===== src/rtl/core/bdlp_pkg.sv =====
package bdlp_pkg;

  // Number of buttons kept by the block; only those inside the field width are ever seen.
  localparam int unsigned BUTTONS = 3;
  localparam int unsigned FIELD_W = 3;
  localparam int unsigned LANES   = (BUTTONS < FIELD_W) ? BUTTONS : FIELD_W;

  localparam int unsigned TIME_W  = 32;
  localparam int unsigned CFG_W   = 16;
  localparam int unsigned CFG_IDX_W = 2;

  // Configuration register indexes.
  localparam logic [CFG_IDX_W-1:0] REG_DEBOUNCE_WINDOW  = 2'd0;
  localparam logic [CFG_IDX_W-1:0] REG_LONG_START_DELAY = 2'd1;
  localparam logic [CFG_IDX_W-1:0] REG_REPEAT_INTERVAL  = 2'd2;

  // Reset values of the configuration registers.
  localparam logic [CFG_W-1:0] RST_DEBOUNCE_WINDOW  = 16'd50;
  localparam logic [CFG_W-1:0] RST_LONG_START_DELAY = 16'd500;
  localparam logic [CFG_W-1:0] RST_REPEAT_INTERVAL  = 16'd100;

  typedef struct packed {
    logic [TIME_W-1:0]  now_ms;
    logic [FIELD_W-1:0] changed;
    logic [FIELD_W-1:0] level;
  } in_item_t;

  typedef struct packed {
    logic [FIELD_W-1:0] short_press;
    logic [FIELD_W-1:0] long_start;
    logic [FIELD_W-1:0] long_repeat;
    logic [FIELD_W-1:0] held;
  } out_item_t;

  typedef struct packed {
    logic [CFG_W-1:0] debounce_window;
    logic [CFG_W-1:0] long_start_delay;
    logic [CFG_W-1:0] repeat_interval;
  } bdlp_cfg_t;

  // Per-button event flags produced by one lane.
  typedef struct packed {
    logic short_press;
    logic long_start;
    logic long_repeat;
    logic held;
  } bdlp_lane_res_t;

endpackage


===== src/rtl/core/bdlp_cfg.sv =====
module bdlp_cfg (
  input  logic                           clk,
  input  logic                           rst_n,
  input  logic                           wr_en,
  input  logic [bdlp_pkg::CFG_IDX_W-1:0] wr_index,
  input  logic [bdlp_pkg::CFG_W-1:0]     wr_data,
  output bdlp_pkg::bdlp_cfg_t            cfg
);
  import bdlp_pkg::*;

  bdlp_cfg_t cfg_r;
  bdlp_cfg_t cfg_nxt;

  // Decode the register index; unknown indexes leave all registers alone.
  always_comb begin
    cfg_nxt = cfg_r;
    if (wr_en) begin
      unique case (wr_index)
        REG_DEBOUNCE_WINDOW:  cfg_nxt.debounce_window  = wr_data;
        REG_LONG_START_DELAY: cfg_nxt.long_start_delay = wr_data;
        REG_REPEAT_INTERVAL:  cfg_nxt.repeat_interval  = wr_data;
        default:              cfg_nxt = cfg_r;
      endcase
    end
  end

  always_ff @(posedge clk) begin
    if (!rst_n) begin
      cfg_r.debounce_window  <= RST_DEBOUNCE_WINDOW;
      cfg_r.long_start_delay <= RST_LONG_START_DELAY;
      cfg_r.repeat_interval  <= RST_REPEAT_INTERVAL;
    end else begin
      cfg_r <= cfg_nxt;
    end
  end

  assign cfg = cfg_r;

endmodule


===== src/rtl/core/bdlp_lane.sv =====
module bdlp_lane (
  input  logic                        clk,
  input  logic                        rst_n,
  input  logic                        en,
  input  bdlp_pkg::bdlp_cfg_t         cfg,
  input  logic [bdlp_pkg::TIME_W-1:0] now_ms,
  input  logic                        chg,
  input  logic                        lvl,
  output bdlp_pkg::bdlp_lane_res_t    res
);
  import bdlp_pkg::*;

  logic              is_pressed_r, is_pressed_nxt;
  logic              in_long_r,    in_long_nxt;
  logic [TIME_W-1:0] press_time_r, press_time_nxt;
  logic [TIME_W-1:0] last_chg_r,   last_chg_nxt;
  logic [TIME_W-1:0] last_rep_r,   last_rep_nxt;

  logic              accept_chg;
  logic              pressed_mid;
  logic              long_mid;
  logic              short_mid;
  logic [TIME_W-1:0] press_time_mid;
  logic [TIME_W-1:0] last_rep_mid;
  logic [TIME_W-1:0] since_chg;
  logic [TIME_W-1:0] since_press;
  logic [TIME_W-1:0] since_rep;

  // Elapsed times wrap modulo 2^32.
  assign since_chg = now_ms - last_chg_r;
  assign accept_chg = chg && (since_chg >= {{(TIME_W-CFG_W){1'b0}}, cfg.debounce_window});

  // Debounced level change: a high level starts a press, a low level ends it.
  always_comb begin
    pressed_mid    = is_pressed_r;
    long_mid       = in_long_r;
    press_time_mid = press_time_r;
    last_rep_mid   = last_rep_r;
    last_chg_nxt   = last_chg_r;
    short_mid      = 1'b0;
    if (accept_chg) begin
      last_chg_nxt = now_ms;
      long_mid     = 1'b0;
      last_rep_mid = '0;
      if (lvl) begin
        pressed_mid    = 1'b1;
        press_time_mid = now_ms;
      end else begin
        short_mid      = is_pressed_r && !in_long_r;
        pressed_mid    = 1'b0;
        press_time_mid = '0;
      end
    end
  end

  assign since_press = now_ms - press_time_mid;
  assign since_rep   = now_ms - last_rep_mid;

  // Long press start and auto-repeat for a held button.
  always_comb begin
    is_pressed_nxt  = pressed_mid;
    in_long_nxt     = long_mid;
    press_time_nxt  = press_time_mid;
    last_rep_nxt    = last_rep_mid;
    res.short_press = short_mid;
    res.long_start  = 1'b0;
    res.long_repeat = 1'b0;
    res.held        = pressed_mid;
    if (pressed_mid) begin
      if (!long_mid) begin
        if (since_press >= {{(TIME_W-CFG_W){1'b0}}, cfg.long_start_delay}) begin
          in_long_nxt    = 1'b1;
          last_rep_nxt   = now_ms;
          res.long_start = 1'b1;
        end
      end else if (since_rep >= {{(TIME_W-CFG_W){1'b0}}, cfg.repeat_interval}) begin
        last_rep_nxt    = now_ms;
        res.long_repeat = 1'b1;
      end
    end
  end

  always_ff @(posedge clk) begin
    if (!rst_n) begin
      is_pressed_r <= 1'b0;
      in_long_r    <= 1'b0;
      press_time_r <= '0;
      last_chg_r   <= '0;
      last_rep_r   <= '0;
    end else if (en) begin
      is_pressed_r <= is_pressed_nxt;
      in_long_r    <= in_long_nxt;
      press_time_r <= press_time_nxt;
      last_chg_r   <= last_chg_nxt;
      last_rep_r   <= last_rep_nxt;
    end
  end

endmodule


===== src/rtl/core/button_debounce_long_press_repeat_unit.sv =====
// Channel   Direction  Handshake              Payload
// in_       input      in_valid / in_ready    in_data   (now_ms, changed, level)
// out_      output     out_valid / out_ready  out_data  (short_press, long_start,
//                                                        long_repeat, held)
// cfg_      input      cfg_valid / cfg_ready  cfg_index, cfg_data
//
// One poll per cycle while the result is not stalled: a poll is held in the input register,
// and the per-button lanes update their state and load the result register in the cycle
// it moves on. A poll passes through the input register, then the result register, to out_.
// Synchronous active-low reset clears all button state and loads the default timings.
// A stalled result holds the input register; a new poll is taken whenever it can move on.
// Configuration writes are taken every cycle.
module button_debounce_long_press_repeat_unit (
  input  logic                           clk,
  input  logic                           rst_n,
  input  logic                           in_valid,
  output logic                           in_ready,
  input  bdlp_pkg::in_item_t             in_data,
  output logic                           out_valid,
  input  logic                           out_ready,
  output bdlp_pkg::out_item_t            out_data,
  input  logic                           cfg_valid,
  output logic                           cfg_ready,
  input  logic [bdlp_pkg::CFG_IDX_W-1:0] cfg_index,
  input  logic [bdlp_pkg::CFG_W-1:0]     cfg_data
);
  import bdlp_pkg::*;

  in_item_t   in_r;
  logic       in_vld_r;
  out_item_t  out_r, out_nxt;
  logic       out_vld_r;
  logic       advance;
  bdlp_cfg_t  cfg;
  bdlp_lane_res_t lane_res [LANES];

  // The input register moves on when the result register is free or being emptied.
  assign advance  = in_vld_r && (!out_vld_r || out_ready);
  assign in_ready = !in_vld_r || advance;
  assign cfg_ready = 1'b1;

  bdlp_cfg u_cfg (
    .clk      (clk),
    .rst_n    (rst_n),
    .wr_en    (cfg_valid && cfg_ready),
    .wr_index (cfg_index),
    .wr_data  (cfg_data),
    .cfg      (cfg)
  );

  // One lane per button visible in the fields.
  for (genvar i = 0; i < LANES; i++) begin : g_lane
    bdlp_lane u_lane (
      .clk    (clk),
      .rst_n  (rst_n),
      .en     (advance),
      .cfg    (cfg),
      .now_ms (in_r.now_ms),
      .chg    (in_r.changed[i]),
      .lvl    (in_r.level[i]),
      .res    (lane_res[i])
    );
  end

  // Gather lane flags into the result item; bits without a lane stay low.
  always_comb begin
    out_nxt = '0;
    for (int unsigned i = 0; i < LANES; i++) begin
      out_nxt.short_press[i] = lane_res[i].short_press;
      out_nxt.long_start[i]  = lane_res[i].long_start;
      out_nxt.long_repeat[i] = lane_res[i].long_repeat;
      out_nxt.held[i]        = lane_res[i].held;
    end
  end

  // Input register.
  always_ff @(posedge clk) begin
    if (!rst_n) begin
      in_vld_r <= 1'b0;
    end else if (in_valid && in_ready) begin
      in_vld_r <= 1'b1;
    end else if (advance) begin
      in_vld_r <= 1'b0;
    end
  end

  always_ff @(posedge clk) begin
    if (in_valid && in_ready) begin
      in_r <= in_data;
    end
  end

  // Result register.
  always_ff @(posedge clk) begin
    if (!rst_n) begin
      out_vld_r <= 1'b0;
    end else if (advance) begin
      out_vld_r <= 1'b1;
    end else if (out_ready) begin
      out_vld_r <= 1'b0;
    end
  end

  always_ff @(posedge clk) begin
    if (advance) begin
      out_r <= out_nxt;
    end
  end

  assign out_valid = out_vld_r;
  assign out_data  = out_r;

  // A long start or repeat only happens on a button that is still held.
  a_events_held: assert property (@(posedge clk) disable iff (!rst_n)
    out_valid |-> (((out_data.long_start | out_data.long_repeat) & ~out_data.held) == '0))
    else $error("long press event on a button that is not held");

  // A short press means the button was released in this poll.
  a_short_released: assert property (@(posedge clk) disable iff (!rst_n)
    out_valid |-> ((out_data.short_press & out_data.held) == '0))
    else $error("short press reported on a held button");

  // Long start and repeat never coincide on one button.
  a_start_repeat: assert property (@(posedge clk) disable iff (!rst_n)
    out_valid |-> ((out_data.long_start & out_data.long_repeat) == '0))
    else $error("long start and repeat in the same poll");

  // Every poll that leaves the input register shows up as a result.
  a_advance_out: assert property (@(posedge clk) disable iff (!rst_n)
    advance |=> out_valid)
    else $error("poll moved on without a result");

endmodule


===== config.mk =====
export PLATFORM = sky130hd
export DESIGN_NAME = button_debounce_long_press_repeat_unit
export DESIGN_NICKNAME = d
export VERILOG_FILES = /design/src/rtl/core/bdlp_pkg.sv /design/src/rtl/core/bdlp_cfg.sv /design/src/rtl/core/bdlp_lane.sv /design/src/rtl/core/button_debounce_long_press_repeat_unit.sv
export SDC_FILE = /design/constraint.sdc
export NUM_CORES = 2
export LEC_CHECK = 0
export ABC_CLOCK_PERIOD_IN_PS = 11400
export BUFFER_PORTS_ARGS = -buffer_cell sky130_fd_sc_hd__buf_2
export CAP_MARGIN = 25
export CORE_ASPECT_RATIO = 1.4
export CORE_MARGIN = 1.5
export CORE_UTILIZATION = 40
export CTS_CLUSTER_DIAMETER = 60
export DETAILED_ROUTE_END_ITERATION = 6
export GPL_TIMING_DRIVEN = 0
export SYNTH_ARGS = -nofsm -noshare
export SYNTH_HDL_FRONTEND = slang
export SYNTH_SLANG_ARGS = --single-unit

===== constraint.sdc =====
create_clock -name clk -period 11.4 [get_ports clk]
set_clock_uncertainty 0.05 [all_clocks]
set_input_delay 0.57 -clock clk [delete_from_list [all_inputs] [get_ports clk]]
set_output_delay 0.57 -clock clk [all_outputs]
set_load 0.03 [all_outputs]

==> impl_metrics.csv <==
group,metric,value,unit
outcome,status,"finished clean",
drt,postRouteWirelength,171000,um
global_routing,grt_usage,34.8,%
synth,synthTopCellsByArea,"dfxtp_1, ha_1, a21oi_1",
cells_and_area,fin_area,44600,um^2
timing,period_share,99.4,%
drt,via_per_inst,6.14,
synth,yosysWarnings,0,
drt,firstDrtPassIters,7,
global_routing,antenna_found_initial,5,
place,port_buffers,73,
clocking,cts_tree,"yes",
synth,synth_cells,5020,
flow_run,drv_cap,0,
critical_path,required,11920,ps
timing,rsz0062_at_grt,"yes",
synth,yosysTopAreaCell,"dfxtp_1",
critical_path,crit_type,"flop to flop",
synth,synth_enable_flop_cells,50,
place,gp_congestion,0.994,
clocking,clock_latency,640,ps
power_and_ir_drop,power_leakage,0.0176,uW
drt,wl_per_cell,26.0,um
cells_and_area,drive_gt1_share,13.4,%
critical_path,critPathLaunchType,"flop",
drt,vias,40495,
die,dieArea,95300,um^2
critical_path,critical_path.max_stage_delay,650,ps
global_routing,grt.overflow.total,0,
clocking,root_buffer,"clkbuf_16",
global_routing,grt_pass1_vias,38190,
synth,synth-async-reset-ratio,0,%
cells_and_area,nets,5835,
timing,min_period,11330,ps
drt,drc,0,
place,hpwl,129000,um
timing,drv_slew,0,
cells_and_area,area_growth,19.4,%
clocking,clock-sinks,394,
timing,worst_pin_slew,1220,ps
synth,yosys.cell_count.top_type,"nand2_1",
die,row_count,132,
critical_path,cp-end-kind,"flop",
global_routing,grt_pass1_wl,244000,um
place,dp_slack,-5480,ps
power_and_ir_drop,power_density,111,nW/um^2
die,die_height,365,um
synth,synthesis.area,37400,um^2
timing,final_hold_viol_count,0,
timing,fmax,0.0882,GHz
drt,final_antenna_net_count,0,
synth,ys_seq_area_share,22.4,%
timing,max-slew-margin-rel,18.1,%
critical_path,critPathSlowestCell,"or4_4",
critical_path,worstPathArrival,11850,ps
hold_path,worstHoldPathType,"primary input to flop",
synth,yosys_most_used_dff,"dfxtp_1",
timing,setup_ws,67.9,ps
cells_and_area,final_util,48.3,%
synth,netlist_top_cells_count,"nand2_1, a21oi_1, ha_1",
clocking,cts_max_path_buffers,3,
critical_path,path_max_fanout,7,
place,postPlaceCellArea,40100,um^2
die,die_width,261,um
die,start_util,40.4,%
synth,synth_cell_types,105,
synth,ys_ff_latch,394,
power_and_ir_drop,vdd.ir_drop.worst,0.0909,mV
die,coreArea,92500,um^2
cells_and_area,fill_cells,9289,
global_routing,grt_max_degree,24,
synth,syn_avg_cell_area,7.45,um^2
clocking,cts_buffers,50,
clocking,htreeDepth,2,
synth,synth_top_area_share,18.4,%
synth,syn-num-nets,5510,
power_and_ir_drop,finalPower,4970,uW
die,io_pins,76,
timing,setup_viol,0,
drt,drt-initial-drc-count,3477,
clocking,clkTransAtPathRegs,70,ps
[metal layers]
metal / track usage (%) / wire length [um] / vias up / part of all wire [%]
met5: 0 / 36 / - / 0.021
li1: - / - / 18836 / -
met3: 5.59 / 11700 / 704 / 6.8
met1: 36.5 / 60100 / 19126 / 35
met2: 58.5 / 79300 / 1823 / 46
met4: 33.6 / 20200 / 6 / 12
[final timing paths]
kind	slack, ps	cells after the start	start	end
max	70	55	in_r[6]	g_lane[0].u_lane.last_rep_r[7]
min	50	1	in_data[30]	in_r[30]
max reg2reg	70	55	in_r[6]	g_lane[0].u_lane.last_rep_r[7]
min reg2reg	400	2	g_lane[2].u_lane.last_chg_r[8]	g_lane[2].u_lane.last_chg_r[8]
[stage by stage]
stage	std cells	setup TNS [ps]	hold WS (ps)
after detailed placement	6339	-507480	396
after CTS	6535	0	39.1
after global routing	6592	-14240	41.7
final	6595	0	54.4
after global placement	6299	-545230	391
after floorplan	5020	0	379
[registers in the layout, summed over array words and instances (netlist names)]
signal and flops:
g_lane.u_lane.last_rep_r 96, out_valid 1, out_data 12, g_lane.u_lane.is_pressed_r 3, in_vld_r 1, u_cfg.cfg 48
g_lane.u_lane.in_long_r 3, in_r 38, g_lane.u_lane.press_time_r 96, g_lane.u_lane.last_chg_r 96
[report_power, final]
part	internal (uW)	switching, uW	total [uW]	leakage [uW]
sequential	1460	59.5	1520	0.00328
combinational	675	1110	1790	0.0135
clock	921	740	1660	0.000808
[cells in the final DEF, fill, tap and decap left out, types with 19 or more instances in the layout]
cell	synthesis	routed
a211oi_1	41	32
a21o_1	146	146
a21oi_1	615	598
a31oi_1	38	34
a32o_1	32	32
and2_1	49	45
and3_1	40	40
buf_1	36	25
buf_16	0	21
buf_2	52	120
buf_4	3	143
buf_6	7	26
buf_8	0	26
clkbuf_1	203	185
clkbuf_16	0	61
dfxtp_1	344	344
edfxtp_1	50	50
ha_1	420	407
inv_1	300	297
mux2_4	28	29
mux2i_1	86	83
nand2_1	755	751
nand2b_1	69	68
nand3_1	161	160
nand4_1	84	84
nor2_1	209	202
nor2b_1	64	57
nor3_1	114	111
o2111ai_1	46	42
o211ai_1	48	48
o21a_1	55	53
o21ai_0	275	248
o21ai_1	10	21
o21ai_2	30	39
o21bai_1	27	26
o22ai_1	31	24
or3_1	22	19
xnor2_1	107	106
xor2_1	68	68
[cell families after synthesis]
| kind of cell | after synthesis | share of synthesized area [%] |
|---|---|---|
| AND/OR/NAND/NOR | 1678 | 21.1 |
| AO/OA/AOI/OAI | 1605 | 27.5 |
| buffers and inverters | 606 | 6.44 |
| adder cells (fa/ha/maj) | 431 | 14.6 |
| flip-flops | 394 | 22.4 |
| XOR/XNOR | 175 | 4.10 |
| multiplexers | 130 | 3.91 |
| other | 1 | 0.0100 |
[critical path: cells and delay by family (launching register included)]
| kind | cells | cell delay (ps) |
|---|---|---|
| adder cells (fa/ha/maj) | 5 | 1320 |
| flip-flops | 1 | 460 |
| XOR/XNOR | 2 | 260 |
| buffers and inverters | 13 | 2090 |
| AO/OA/AOI/OAI | 19 | 3340 |
| AND/OR/NAND/NOR | 13 | 2810 |
| multiplexers | 3 | 860 |
[final cells by class]
cell class	instances	area, um^2	area share [%]
buffer	291	1520	3.40
antenna	3	7.51	0.0168
timing repair buffer	284	2750	6.16
sequential	394	8390	18.8
tap	1206	1510	3.38
clock buffer	60	1340	3.00
clock inverter	33	327	0.732
multi-input combinational	4021	27700	62.0
inverter	303	1140	2.56
[what timing repair did]
| action | 4_1_cts | 5_1_grt |
|---|---|---|
| setup endpoints to repair | 105 | 104 |
| buffers inserted | 102 | 57 |
| hold buffers | 0 | 0 |
| pin swaps | 84 | 139 |
| cloned | 6 | 6 |
| gates resized for setup | 223 | 143 |
(Power assumes the default switching activity.)
